--- src/sv/prrs_pkg.sv ---
// ----------------------------------------------------------------------------
// prrs_pkg
// Shared types and constants for the priority round-robin scheduler.
// ----------------------------------------------------------------------------
package prrs_pkg;

  localparam int SLOTS_DEF   = 64;
  localparam int SLOT_W      = 6;
  localparam int PRI_W       = 8;
  localparam int SLICE_W     = 18;
  localparam int BASE_W      = 16;
  localparam int CMD_W       = 3;
  localparam int CFG_IDX_W   = 3;
  localparam int CFG_DATA_W  = 16;

  localparam logic [CMD_W-1:0] CMD_TICK    = 3'd0;
  localparam logic [CMD_W-1:0] CMD_LOAD    = 3'd1;
  localparam logic [CMD_W-1:0] CMD_FREE    = 3'd2;
  localparam logic [CMD_W-1:0] CMD_SET_RDY = 3'd3;
  localparam logic [CMD_W-1:0] CMD_SET_PRI = 3'd4;
  localparam logic [CMD_W-1:0] CMD_SET_CUR = 3'd5;
  localparam logic [CMD_W-1:0] CMD_YIELD   = 3'd6;
  localparam logic [CMD_W-1:0] CMD_PICK    = 3'd7;

  localparam logic [CFG_IDX_W-1:0] REG_PREEMPT  = 3'd0;
  localparam logic [CFG_IDX_W-1:0] REG_BASE     = 3'd1;
  localparam logic [CFG_IDX_W-1:0] REG_IDLE     = 3'd2;
  localparam logic [CFG_IDX_W-1:0] REG_HIGH     = 3'd3;
  localparam logic [CFG_IDX_W-1:0] REG_REALTIME = 3'd4;

  // controller -> datapath
  typedef struct packed {
    logic load_req;   // capture request
    logic rd_cur;     // read memory at current index
    logic rd_req;     // read memory at request slot
    logic exec;       // apply command (uses registered read data)
    logic scan_start; // clear scan best
    logic scan_step;  // evaluate one slot
    logic finish;     // commit tick/pick outcome, build result
  } prrs_cmd_t;

  // datapath -> controller
  typedef struct packed {
    logic is_tick;
    logic is_pick;
    logic is_yield;
    logic tick_live;  // tick has work
    logic need_scan;  // tick expired slice
    logic scan_last;
  } prrs_sts_t;

endpackage

--- src/sv/prrs_datapath.sv ---
// ----------------------------------------------------------------------------
// prrs_datapath
// Task table, configuration registers, scan unit and result register.
// ----------------------------------------------------------------------------
module prrs_datapath #(
  parameter int SLOTS = prrs_pkg::SLOTS_DEF
) (
  input  logic                              clk,
  input  logic                              rst_n,
  input  prrs_pkg::prrs_cmd_t               cmd,
  output prrs_pkg::prrs_sts_t               sts,
  input  logic                              cfg_we,
  input  logic [prrs_pkg::CFG_IDX_W-1:0]    cfg_index,
  input  logic [prrs_pkg::CFG_DATA_W-1:0]   cfg_data,
  input  logic [prrs_pkg::CMD_W-1:0]        in_command,
  input  logic [prrs_pkg::SLOT_W-1:0]       in_slot,
  input  logic [prrs_pkg::PRI_W-1:0]        in_priority_req,
  input  logic                              in_ready_flag,
  input  logic                              in_current_none,
  output logic                              res_switch_request,
  output logic                              res_next_found,
  output logic [prrs_pkg::SLOT_W-1:0]       res_next_slot
);
  localparam int IW = (SLOTS > 1) ? $clog2(SLOTS) : 1;
  localparam int SW = prrs_pkg::SLOT_W;
  localparam int PW = prrs_pkg::PRI_W;
  localparam int LW = prrs_pkg::SLICE_W;

  // config
  logic          preempt_r;
  logic [15:0]   base_r;
  logic [PW-1:0] idle_r, high_r, rt_r;

  always_ff @(posedge clk) begin
    if (!rst_n) begin
      preempt_r <= 1'b1;
      base_r    <= 16'd10;
      idle_r    <= 8'd0;
      high_r    <= 8'd2;
      rt_r      <= 8'd3;
    end else if (cfg_we) begin
      unique case (cfg_index)
        prrs_pkg::REG_PREEMPT:  preempt_r <= cfg_data[0];
        prrs_pkg::REG_BASE:     base_r    <= cfg_data;
        prrs_pkg::REG_IDLE:     idle_r    <= cfg_data[PW-1:0];
        prrs_pkg::REG_HIGH:     high_r    <= cfg_data[PW-1:0];
        prrs_pkg::REG_REALTIME: rt_r      <= cfg_data[PW-1:0];
        default: ;
      endcase
    end
  end

  // request capture
  logic [2:0]    cmd_r;
  logic [SW-1:0] slot_r;
  logic [PW-1:0] preq_r;
  logic          rdy_r, none_r;

  always_ff @(posedge clk) begin
    if (cmd.load_req) begin
      cmd_r  <= in_command;
      slot_r <= in_slot;
      preq_r <= in_priority_req;
      rdy_r  <= in_ready_flag;
      none_r <= in_current_none;
    end
  end

  // flags and control
  logic [SLOTS-1:0] valid_r, ready_r;
  logic             cur_valid_r;
  logic [IW-1:0]    cur_idx_r;
  logic [IW-1:0]    cursor_r;

  // memories (priority, slice, remaining)
  logic [PW-1:0] pri_mem [SLOTS];
  logic [LW-1:0] slc_mem [SLOTS];
  logic [LW-1:0] rem_mem [SLOTS];

  logic          in_range;
  logic [IW-1:0] req_idx;
  assign in_range = ({{(32-SW){1'b0}}, slot_r} < SLOTS);
  assign req_idx  = IW'(slot_r);

  logic cur_live;
  assign cur_live = cur_valid_r & valid_r[cur_idx_r];

  // registered read port
  logic [IW-1:0] rd_addr;
  logic [PW-1:0] rd_pri_r;
  logic [LW-1:0] rd_slc_r, rd_rem_r;
  assign rd_addr = cmd.rd_cur ? cur_idx_r : req_idx;

  // scan read port
  logic [IW-1:0] scan_i_r;
  logic [PW-1:0] scan_pri_r;

  // write port
  logic          we_pri, we_slc, we_rem;
  logic [IW-1:0] wr_addr;
  logic [PW-1:0] wr_pri;
  logic [LW-1:0] wr_slc, wr_rem;

  always_ff @(posedge clk) begin
    if (cmd.rd_cur || cmd.rd_req) begin
      rd_pri_r <= pri_mem[rd_addr];
      rd_slc_r <= slc_mem[rd_addr];
      rd_rem_r <= rem_mem[rd_addr];
    end
    scan_pri_r <= pri_mem[scan_i_r];
    if (we_pri) pri_mem[wr_addr] <= wr_pri;
    if (we_slc) slc_mem[wr_addr] <= wr_slc;
    if (we_rem) rem_mem[wr_addr] <= wr_rem;
  end

  // band reload value
  logic [LW-1:0] band_slice;
  always_comb begin
    priority if (rd_pri_r >= rt_r)   band_slice = {base_r, 2'b00};
    else if (rd_pri_r >= high_r)     band_slice = {1'b0, base_r, 1'b0};
    else                             band_slice = {2'b00, base_r};
  end

  logic [LW-1:0] dec_rem;
  assign dec_rem = (rd_rem_r != '0) ? rd_rem_r - LW'(1) : rd_rem_r;

  // tick state: whether the tick expired the slice, held until finish
  logic expired_r;

  assign sts.is_tick   = (cmd_r == prrs_pkg::CMD_TICK);
  assign sts.is_pick   = (cmd_r == prrs_pkg::CMD_PICK);
  assign sts.is_yield  = (cmd_r == prrs_pkg::CMD_YIELD);
  assign sts.tick_live = preempt_r & cur_live;
  assign sts.need_scan = (dec_rem == '0);
  assign sts.scan_last = (scan_i_r == IW'(SLOTS - 1));

  // scan unit: one slot per cycle; scan_v_r marks scan_pri_r as valid for
  // the slot in scan_idx_r
  logic          scan_v_r;
  logic [IW-1:0] scan_idx_r;
  logic          found_r;
  logic [IW-1:0] best_r;
  logic [PW-1:0] best_pri_r;

  logic elig;
  assign elig = valid_r[scan_idx_r] & ready_r[scan_idx_r] &
                !(cur_valid_r && scan_idx_r == cur_idx_r) &
                (scan_pri_r >= idle_r);

  always_ff @(posedge clk) begin
    if (!rst_n) begin
      scan_v_r <= 1'b0;
    end else begin
      scan_v_r <= cmd.scan_step;
    end
  end

  always_ff @(posedge clk) begin
    scan_idx_r <= scan_i_r;
    if (cmd.scan_start) begin
      scan_i_r <= '0;
    end else if (cmd.scan_step && !sts.scan_last) begin
      scan_i_r <= scan_i_r + IW'(1);
    end
    if (cmd.scan_start) begin
      found_r    <= 1'b0;
      best_r     <= '0;
      best_pri_r <= '0;
    end else if (scan_v_r && elig) begin
      if (!found_r || scan_pri_r > best_pri_r) begin
        found_r    <= 1'b1;
        best_r     <= scan_idx_r;
        best_pri_r <= scan_pri_r;
      end else if (scan_pri_r == best_pri_r && scan_idx_r > cursor_r &&
                   best_r <= cursor_r) begin
        best_r <= scan_idx_r;
      end
    end
  end

  // command execution
  always_comb begin
    we_pri  = 1'b0;
    we_slc  = 1'b0;
    we_rem  = 1'b0;
    wr_addr = req_idx;
    wr_pri  = preq_r;
    wr_slc  = {2'b00, base_r};
    wr_rem  = {2'b00, base_r};
    if (cmd.exec) begin
      unique case (cmd_r)
        prrs_pkg::CMD_TICK: begin
          if (sts.tick_live) begin
            wr_addr = cur_idx_r;
            we_rem  = 1'b1;
            if (sts.need_scan) begin
              we_slc = 1'b1;
              wr_slc = band_slice;
              wr_rem = band_slice;
            end else begin
              wr_rem = dec_rem;
            end
          end
        end
        prrs_pkg::CMD_LOAD: begin
          we_pri = in_range;
          we_slc = in_range;
          we_rem = in_range;
        end
        prrs_pkg::CMD_SET_PRI: begin
          if (in_range && valid_r[req_idx]) begin
            we_pri = 1'b1;
            we_rem = 1'b1;
            wr_pri = (preq_r > rt_r) ? rt_r : preq_r;
            wr_rem = rd_slc_r;
          end
        end
        prrs_pkg::CMD_YIELD: begin
          if (cur_live) begin
            wr_addr = cur_idx_r;
            we_slc  = 1'b1;
            we_rem  = 1'b1;
            wr_slc  = band_slice;
            wr_rem  = band_slice;
          end
        end
        default: ;
      endcase
    end
  end

  always_ff @(posedge clk) begin
    if (!rst_n) begin
      valid_r     <= '0;
      ready_r     <= '0;
      cur_valid_r <= 1'b0;
      cur_idx_r   <= '0;
      cursor_r    <= '0;
      expired_r   <= 1'b0;
    end else begin
      if (cmd.exec) begin
        expired_r <= sts.is_tick & sts.tick_live & sts.need_scan;
        unique case (cmd_r)
          prrs_pkg::CMD_LOAD: begin
            if (in_range) begin
              valid_r[req_idx] <= 1'b1;
              ready_r[req_idx] <= rdy_r;
            end
          end
          prrs_pkg::CMD_FREE: begin
            if (in_range) begin
              valid_r[req_idx] <= 1'b0;
              ready_r[req_idx] <= 1'b0;
            end
          end
          prrs_pkg::CMD_SET_RDY: begin
            if (in_range && valid_r[req_idx]) ready_r[req_idx] <= rdy_r;
          end
          prrs_pkg::CMD_SET_CUR: begin
            if (none_r) begin
              cur_valid_r <= 1'b0;
            end else if (in_range) begin
              cur_valid_r <= 1'b1;
              cur_idx_r   <= req_idx;
            end
          end
          default: ;
        endcase
      end
      if (cmd.finish && sts.is_tick && expired_r && found_r) begin
        cursor_r <= (cur_idx_r == IW'(SLOTS - 1)) ? '0 : cur_idx_r + IW'(1);
      end
    end
  end

  // result register
  always_ff @(posedge clk) begin
    if (cmd.finish) begin
      res_switch_request <= 1'b0;
      res_next_found     <= 1'b0;
      res_next_slot      <= '0;
      if ((sts.is_pick || (sts.is_tick && expired_r)) && found_r) begin
        res_switch_request <= sts.is_tick;
        res_next_found     <= 1'b1;
        res_next_slot      <= SW'(best_r);
      end
    end
  end

endmodule

--- src/sv/prrs_ctrl.sv ---
// ----------------------------------------------------------------------------
// prrs_ctrl
// Sequencer: accepts a request, reads the table, scans if needed, delivers.
// ----------------------------------------------------------------------------
module prrs_ctrl (
  input  logic                clk,
  input  logic                rst_n,
  input  logic                in_valid,
  output logic                in_ready,
  output logic                out_valid,
  input  logic                out_ready,
  output prrs_pkg::prrs_cmd_t cmd,
  input  prrs_pkg::prrs_sts_t sts
);
  localparam logic [2:0] S_IDLE = 3'd0;
  localparam logic [2:0] S_READ = 3'd1;
  localparam logic [2:0] S_EXEC = 3'd2;
  localparam logic [2:0] S_SCAN = 3'd3;
  localparam logic [2:0] S_DRN1 = 3'd4;
  localparam logic [2:0] S_DRN2 = 3'd5;
  localparam logic [2:0] S_FIN  = 3'd6;

  logic [2:0] state_r, state_nxt;
  logic       ovalid_r, ovalid_nxt;

  logic busy_out;
  assign busy_out = ovalid_r & ~out_ready;
  assign in_ready  = (state_r == S_IDLE);
  assign out_valid = ovalid_r;

  always_comb begin
    state_nxt  = state_r;
    ovalid_nxt = ovalid_r & ~out_ready;
    cmd        = '0;
    unique case (state_r)
      S_IDLE: begin
        if (in_valid && in_ready) begin
          cmd.load_req = 1'b1;
          state_nxt    = S_READ;
        end
      end
      S_READ: begin
        // tick and yield read the current entry
        cmd.rd_cur = sts.is_tick | sts.is_yield;
        cmd.rd_req = ~(sts.is_tick | sts.is_yield);
        state_nxt  = S_EXEC;
      end
      S_EXEC: begin
        cmd.exec       = 1'b1;
        cmd.scan_start = 1'b1;
        if (sts.is_pick || (sts.is_tick && sts.tick_live && sts.need_scan)) begin
          state_nxt = S_SCAN;
        end else begin
          state_nxt = S_FIN;
        end
      end
      S_SCAN: begin
        cmd.scan_step = 1'b1;
        if (sts.scan_last) state_nxt = S_DRN1;
      end
      S_DRN1: state_nxt = S_DRN2;
      S_DRN2: state_nxt = S_FIN;
      S_FIN: begin
        if (!busy_out) begin
          cmd.finish = 1'b1;
          ovalid_nxt = 1'b1;
          state_nxt  = S_IDLE;
        end
      end
      default: state_nxt = S_IDLE;
    endcase
  end

  always_ff @(posedge clk) begin
    if (!rst_n) begin
      state_r  <= S_IDLE;
      ovalid_r <= 1'b0;
    end else begin
      state_r  <= state_nxt;
      ovalid_r <= ovalid_nxt;
    end
  end

endmodule

--- src/sv/priority_round_robin_scheduler.sv ---
// ----------------------------------------------------------------------------
// priority_round_robin_scheduler
// Task table scheduler with priority pick, round-robin ties and time slices.
// ----------------------------------------------------------------------------
// Usage:
//   in_*  : one request per command (tick, load, free, set ready, set
//           priority, set current, yield, pick), valid/ready handshake.
//   out_* : one result per request: switch_request, next_found, next_slot.
//   cfg_* : register writes (index 0..4), taken at any time, intended
//           while the block is idle.
// Sequence: commands without a scan step through read, execute and finish;
//   pick and expiring ticks scan the table one slot per cycle through the
//   priority memory read port, then drain (S_DRN1, S_DRN2) before finish.
// Throughput: one request at a time; in_ready rises together with out_valid.
// Reset: all entries invalid, no current entry, cursor zero, registers at
//   defaults. A stalled receiver holds out_valid and the result; the next
//   request is processed but waits in the sequencer until the output drains.
// ----------------------------------------------------------------------------
module priority_round_robin_scheduler #(
  parameter int SLOTS = prrs_pkg::SLOTS_DEF
) (
  input  logic                            clk,
  input  logic                            rst_n,
  input  logic                            in_valid,
  output logic                            in_ready,
  input  logic [prrs_pkg::CMD_W-1:0]      in_command,
  input  logic [prrs_pkg::SLOT_W-1:0]     in_slot,
  input  logic [prrs_pkg::PRI_W-1:0]      in_priority_req,
  input  logic                            in_ready_flag,
  input  logic                            in_current_none,
  output logic                            out_valid,
  input  logic                            out_ready,
  output logic                            out_switch_request,
  output logic                            out_next_found,
  output logic [prrs_pkg::SLOT_W-1:0]     out_next_slot,
  input  logic                            cfg_valid,
  output logic                            cfg_ready,
  input  logic [prrs_pkg::CFG_IDX_W-1:0]  cfg_index,
  input  logic [prrs_pkg::CFG_DATA_W-1:0] cfg_data
);
  prrs_pkg::prrs_cmd_t cmd;
  prrs_pkg::prrs_sts_t sts;

  assign cfg_ready = 1'b1;

  prrs_ctrl u_ctrl (
    .clk       (clk),
    .rst_n     (rst_n),
    .in_valid  (in_valid),
    .in_ready  (in_ready),
    .out_valid (out_valid),
    .out_ready (out_ready),
    .cmd       (cmd),
    .sts       (sts)
  );

  prrs_datapath #(.SLOTS(SLOTS)) u_dp (
    .clk                (clk),
    .rst_n              (rst_n),
    .cmd                (cmd),
    .sts                (sts),
    .cfg_we             (cfg_valid),
    .cfg_index          (cfg_index),
    .cfg_data           (cfg_data),
    .in_command         (in_command),
    .in_slot            (in_slot),
    .in_priority_req    (in_priority_req),
    .in_ready_flag      (in_ready_flag),
    .in_current_none    (in_current_none),
    .res_switch_request (out_switch_request),
    .res_next_found     (out_next_found),
    .res_next_slot      (out_next_slot)
  );

endmodule

--- config.mk ---
export PLATFORM = sky130hd
export DESIGN_NAME = priority_round_robin_scheduler
export DESIGN_NICKNAME = d
export VERILOG_FILES = /design/src/sv/prrs_pkg.sv /design/src/sv/prrs_datapath.sv /design/src/sv/prrs_ctrl.sv /design/src/sv/priority_round_robin_scheduler.sv
export SDC_FILE = /design/constraint.sdc
export NUM_CORES = 2
export LEC_CHECK = 0
export BUFFER_PORTS_ARGS = -buffer_cell sky130_fd_sc_hd__buf_2
export CAP_MARGIN = 25
export CORE_MARGIN = 3
export CORE_UTILIZATION = 35
export CTS_BUF_LIST = sky130_fd_sc_hd__clkbuf_4
export DETAILED_ROUTE_END_ITERATION = 16
export HOLD_SLACK_MARGIN = 0.02
export PLACE_DENSITY = 0.46
export SLEW_MARGIN = 15
export SYNTH_ARGS = -nofsm -noshare
export SYNTH_HDL_FRONTEND = slang
export SYNTH_HIERARCHICAL = 1
export SYNTH_SLANG_ARGS = --single-unit
--- constraint.sdc ---
create_clock -name clk -period 20 [get_ports clk]
set_input_delay 4 -clock clk [delete_from_list [all_inputs] [get_ports clk]]
set_output_delay 4 -clock clk [all_outputs]
set_load 0.05 [all_outputs]
Word-level counts from Yosys, hierarchy flattened --
Memories as Yosys holds them, arrays and structs flattened. A register that Yosys moved wholly into a read port is not among the register bits. Cells that the tools add are included.
Cells by class: $add $sub $neg 3, multipliers 0, divide/modulo/power cells 0, $lt $le $gt $ge 11, eq/ne operators 25, shifts and indexed selects 0, muxes and demuxes 71, bitwise logic cells 16, reduce and logical (&&, ||, !) cells 41
Operators by type and width (count):
- one-hot mux 64 bit (3 select lines) | 1
- two-way mux 18 bit | 10
- AND 64 bit | 2
- one-hot mux 64 bit (2 select lines) | 1
- bitwise mux 64 bit | 1
- two-way mux 64 bit | 1
- NOT 64 bit | 1
- OR 64 bit | 1
- one-hot mux 18 bit (3 select lines) | 1
- two-way mux 6 bit | 7
- one-hot mux 18 bit (2 select lines) | 1
- two-way mux 8 bit | 4
- two-way mux 1 bit | 27
- binary-select mux 1 bit (select 6 bit) | 4
- equality test 3 bit (second input constant) | 8
- >= comparator 8 bit | 3
- < comparator 6 x 7 -> 1 bit (second input constant) | 3
- one-hot mux 3 bit (7 select lines) | 1
- equality test 3 x 2 -> 1 bit (second input constant) | 6
- logical NOT 18 bit | 1
- AND reduction 2 bit | 9
- nonzero test 18 bit | 1
- subtractor 18 x 1 -> 18 bit (second input constant) | 1
- two-way mux 17 bit | 1
- other kinds (28) | 71
Word-level totals: flip-flop bits (word level) 242, latch bits 0, RAM bits 2816, bits in read-only memories 0, input bits 43, output and inout port bits 11, logic and storage cells 197, memories 3
Memory list:
- u_dp.rem_mem | words 64, bits a word 18, read ports 1, clocked after memory_dff 1, wr ports 1, line prrs_datapath.sv:78 | logic [LW-1:0] rem_mem [SLOTS];
- u_dp.slc_mem | words 64, bits a word 18, read ports 1, clocked after memory_dff 1, wr ports 1, line prrs_datapath.sv:77 | logic [LW-1:0] slc_mem [SLOTS];
- u_dp.pri_mem | words 64, bits a word 8, read ports 2, clocked after memory_dff 2, wr ports 1, line prrs_datapath.sv:76 | logic [PW-1:0] pri_mem [SLOTS];

Longest topological paths before layout --
word-level depth 9, depth in mapped cells 18, gate-level depth less buffers 12

Modules after synthesis --
Netlist, hierarchy kept.
Modules (own cells, without submodules):
- prrs_datapath | instances 1, cells an instance 7211, area an instance 128584.6 µm²
- prrs_ctrl | instances 1, cells an instance 41, area an instance 304.0 µm²
- priority_round_robin_scheduler | instances 1, cells an instance 2, area an instance 11.3 µm²

Least setup slack after synthesis --
Ideal clock, no wire load.
kind register to register, start point reg u_dp.rd_rem_r[0], read port of u_dp.rem_mem, end point mem u_dp/rem_mem[0][3] (netlist name) (data pin), data arrival time 7337 ps, slack 11655 ps, stages on the path, launching flop included 13, buffers on the path 2, cells stage by stage edfxtp_1 -> inv_1 -> ha_1 -> or4b_1 -> nor4_2 -> and2_1 -> buf_2 -> o311ai_0 -> or2_1 -> nor4_1 -> clkbuf_1 -> a21boi_0 -> o311ai_0
Between the ends: word-level cells in the longest chain between the ends 7
Ends and longest elaborated chain:
- start: declaration | line prrs_datapath.sv:91 | logic [LW-1:0] rd_slc_r, rd_rem_r;
- subtractor 18 x 1 -> 18 bit / nonzero test 18 bit (equally long branches) | line prrs_datapath.sv:125 | assign dec_rem = (rd_rem_r != '0) ? rd_rem_r - LW'(1) : rd_rem_r;
- two-way mux 18 bit * | line prrs_datapath.sv:125
- logical NOT 18 bit | line prrs_datapath.sv:134 | assign sts.need_scan = (dec_rem == '0);
- two-way mux 18 bit * | line prrs_datapath.sv:196 | if (sts.need_scan) begin
- two-way mux 18 bit * | line prrs_datapath.sv:193 | if (sts.tick_live) begin
- one-hot mux 18 bit (3 select lines) * | line prrs_datapath.sv:191 | unique case (cmd_r)
- two-way mux 18 bit * | line prrs_datapath.sv:190 | if (cmd.exec) begin
- net u_dp.wr_rem[3] | line prrs_datapath.sv:102 | logic [LW-1:0] wr_slc, wr_rem;
- end: declaration | line prrs_datapath.sv:78
Mark *: on every way through the listed nets, which the timed path passes. The rest lies on a longest branch.

==> out/qor.yml <==
syn-num-nets: 7352
final_net_count: 7971
yosys_warnings: 6
postCtsHoldBufs: 0
cp_max_fo: 96
postCtsSetupRepairBufs: 0
ant_nets: 0
syn_avg_cell_area_sq_um: 17.8
cp.arrival_ns: 9.74
hold_class: "reg -> reg"
finalCriticalPeriod_ns: 8.49
clk_latency_ns: 1.59
m1WireLength_mm: 172
max-vdd-ir-drop_mv: 0.0527
drc: 0
antenna_found_initial: 8
placed_area_sq_um: 136000
setup_viol_count_final: 0
wl_met3_mm: 22.9
grt_max_degree: 120
pwr_density_cell_nw_per_um2: 102
fin_crit_sh: 0.425
routed_wl_mm: 399
area_delta_synth_final_pct: 14.1
setup-tns-final_ns: 0
status: "completed"
rows: 222
cap_violations: 0
grt_pass1_wl_mm: 567
skew_ns: 0.157
final_max_slew_viol_count: 0
hold_start: "u_dp/rt_r[2]"
path_class: "reg -> reg"
ys_types: 77
drive_gt1_frac: 0.325
synth_flop_cell: "edfxtp_1"
highest_layer: "met5"
ios: 54
startpoint_type: "flop"
grt_setup_unrepaired: "no"
fmax_ghz: 0.118
dp.final_hpwl_mm: 234
portBuffers: 52
grt.total_usage: 0.209
clock_sinks: 3110
syn_area_sq_um: 129000
r2r-start: "u_dp/cmd_r[0]"
report.final.hold_viol_count: 0
worst_pin_slew_ns: 1.21
die_w_um: 613
die_area_sq_um: 376000
overflow: 0
drt_iter0_drc: 6742
met2WireLength_mm: 196
place_congestion: 0.846
worstPathRequired_ns: 21.24
cts_buffers: 822
num_vias: 74321
synth-edff-count: 2887
grt_pass1_vias: 75865
path_clk_slew_ns: 0.06
ys_ff_latch: 3110
dieHeight_um: 613
relSlewSlack: 0.189
cts_tree: "built"
power.leakage_nw: 43.8
async_reset_ff_frac: 0
crit_path_start: "u_dp/cmd_r[0]"
wl_per_cell_um: 30.0
cts_resized: 0
synthCells: 7254
cp-end-kind: "flop"
yosysSeqAreaShare: 0.707
fin_area_sq_um: 147000
cts-root-buf: "clkbuf_4"
drt_pass1_iterations: 6
start_util: 0.352
cts-htree-levels: 6
cts.path.max_buffers: 4
fin_util: 0.402
viasPerCell: 5.58
core_sq_um: 366000
[cell type report]
class | instances | area [sq um]
fill | 33380 | 219000
sequential | 3110 | 91200
multi-input combinational | 3580 | 36800
clock buffer | 1232 | 9250
tap | 4816 | 6030
timing repair buffer | 298 | 2340
clock inverter | 204 | 1230
inverter | 61 | 230
antenna | 14 | 35.0
[sequential cells by signal, indices dropped and copies added (netlist names), 16 cells and up, named ones only]
| signal | count |
|---|---|
| u_dp/rd_slc_r | 18 |
| u_dp/base_r | 16 |
| u_dp/rd_rem_r | 18 |
| u_dp/slc_mem | 1152 |
| u_dp/ready_r | 64 |
| u_dp/rem_mem | 1152 |
| u_dp/pri_mem | 512 |
[logic make-up after synthesis]
| group | Yosys count | share of synthesized area |
|---|---|---|
| AOI/OAI and AO/OA | 1080 | 0.0570 |
| xor gates and xnor gates | 22 | 0.00149 |
| adders and majority gates | 55 | 0.00534 |
| buffers and inverters | 564 | 0.0168 |
| DFF | 3110 | 0.707 |
| muxes | 960 | 0.161 |
| other | 1 | 0.0000291 |
| and+or+nand+nor | 1462 | 0.0508 |
[per-layer routing]
metal,vias up,global-route usage
met3,580,0.0351
met2,2662,0.345
met5,-,0
met1,39687,0.287
met4,2,0.0525
li1,31390,-
[power by group]
| part | switching, W | internal [W] |
|---|---|---|
| Sequential | 0.0000943 | 0.00716 |
| Clock | 0.00263 | 0.00295 |
| Combinational | 0.00140 | 0.000775 |
| Total | 0.00413 | 0.0109 |
[path summary, 6_finish.rpt]
kind / end / slack, ns / cells after the start
worst max register to register: u_dp/rd_slc_r[6] / 11.51 / 16
worst min register to register: u_dp/rt_r[2] / 0.46 / 2
worst max-delay path: u_dp/rd_slc_r[6] / 11.51 / 16
worst min-delay path: u_dp/rt_r[2] / 0.46 / 2
[cell usage in the layout (no fill, tap or decap), types with 13 or more instances in the layout]
master       n
mux2i_1     49
clkinv_2    17
buf_4      221
ha_1        55
a211oi_1   246
nand3_1     80
mux4_2     894
nand2_1    605
clkbuf_4  1232
o221a_2     39
o211ai_1    36
diode_2     14
and2_1     185
a21oi_1    276
a311oi_1   108
inv_1       59
a21o_1      27
nor3_1      69
buf_12      14
nand4_1     13
nand2b_1    24
clkinv_1   139
buf_2       57
nor2_1     246
nor2_2      62
edfxtp_1  2887
o22ai_1     13
and3_1      18
dfxtp_1    217
nor2_4      64
a31oi_1    101
o21a_1      17
o21ai_0    108
nor2b_1     21
[through the flow]
stage	hold slack [ns]	setup slack, ns	power (W)	std cells
after global placement	0.442	11.25	0.00960	11838
after CTS	0.457	11.39	0.0153	13288
after global routing	0.475	10.89	0.0157	13305
after detailed placement	0.449	11.41	0.00961	11852
final	0.456	11.51	0.0150	13315
after floorplan	0.329	11.66	0.00870	7254
[synthesized netlist by cell type, types with 8 or more instances]
library cell | number | area, sq um
dfxtp_1 | 223 | 4460
o21ai_0 | 120 | 601
edfxtp_1 | 2887 | 86700
a21oi_1 | 278 | 1390
nand3_1 | 81 | 405
nand3b_1 | 10 | 75.1
mux2i_1 | 55 | 551
nor2_1 | 372 | 1400
nand2_1 | 615 | 2310
a211oi_1 | 248 | 1860
buf_2 | 13 | 65.1
a311oi_1 | 108 | 946
mux2_2 | 10 | 113
a22oi_1 | 11 | 82.6
ha_1 | 55 | 688
o22ai_1 | 14 | 87.6
xor2_1 | 11 | 96.3
nor4_1 | 14 | 87.6
buf_1 | 140 | 526
o221a_2 | 39 | 439
or2_2 | 9 | 56.3
o21a_1 | 18 | 135
nor2b_1 | 21 | 131
nand2b_1 | 24 | 150
a21o_1 | 27 | 203
a31oi_1 | 107 | 669
and2_1 | 185 | 1160
or3_1 | 8 | 50.1
and3_1 | 19 | 119
o211ai_1 | 36 | 270
nand4_1 | 13 | 81.3
clkbuf_1 | 342 | 1280
xnor2_1 | 11 | 96.3
inv_1 | 59 | 221
nor3_1 | 69 | 345
mux4_2 | 894 | 20100
[worst max-delay path, stage by stage, from the launching register on]
cell and delay (ns):
edfxtp_1 0.55, nor2_1 0.28, nand2_1 0.23, inv_1 0.68, nor2_1 0.14, nor2_2 0.78
mux2i_4 0.36, buf_4 0.69, buf_12 0.63, buf_12 0.54, buf_4 0.76, mux4_2 0.59
and2_1 0.17, a211oi_1 0.20, a311oi_1 0.14, a211oi_1 1.04, a21oi_1 0.10
Power figures use the tool's default switching activity.
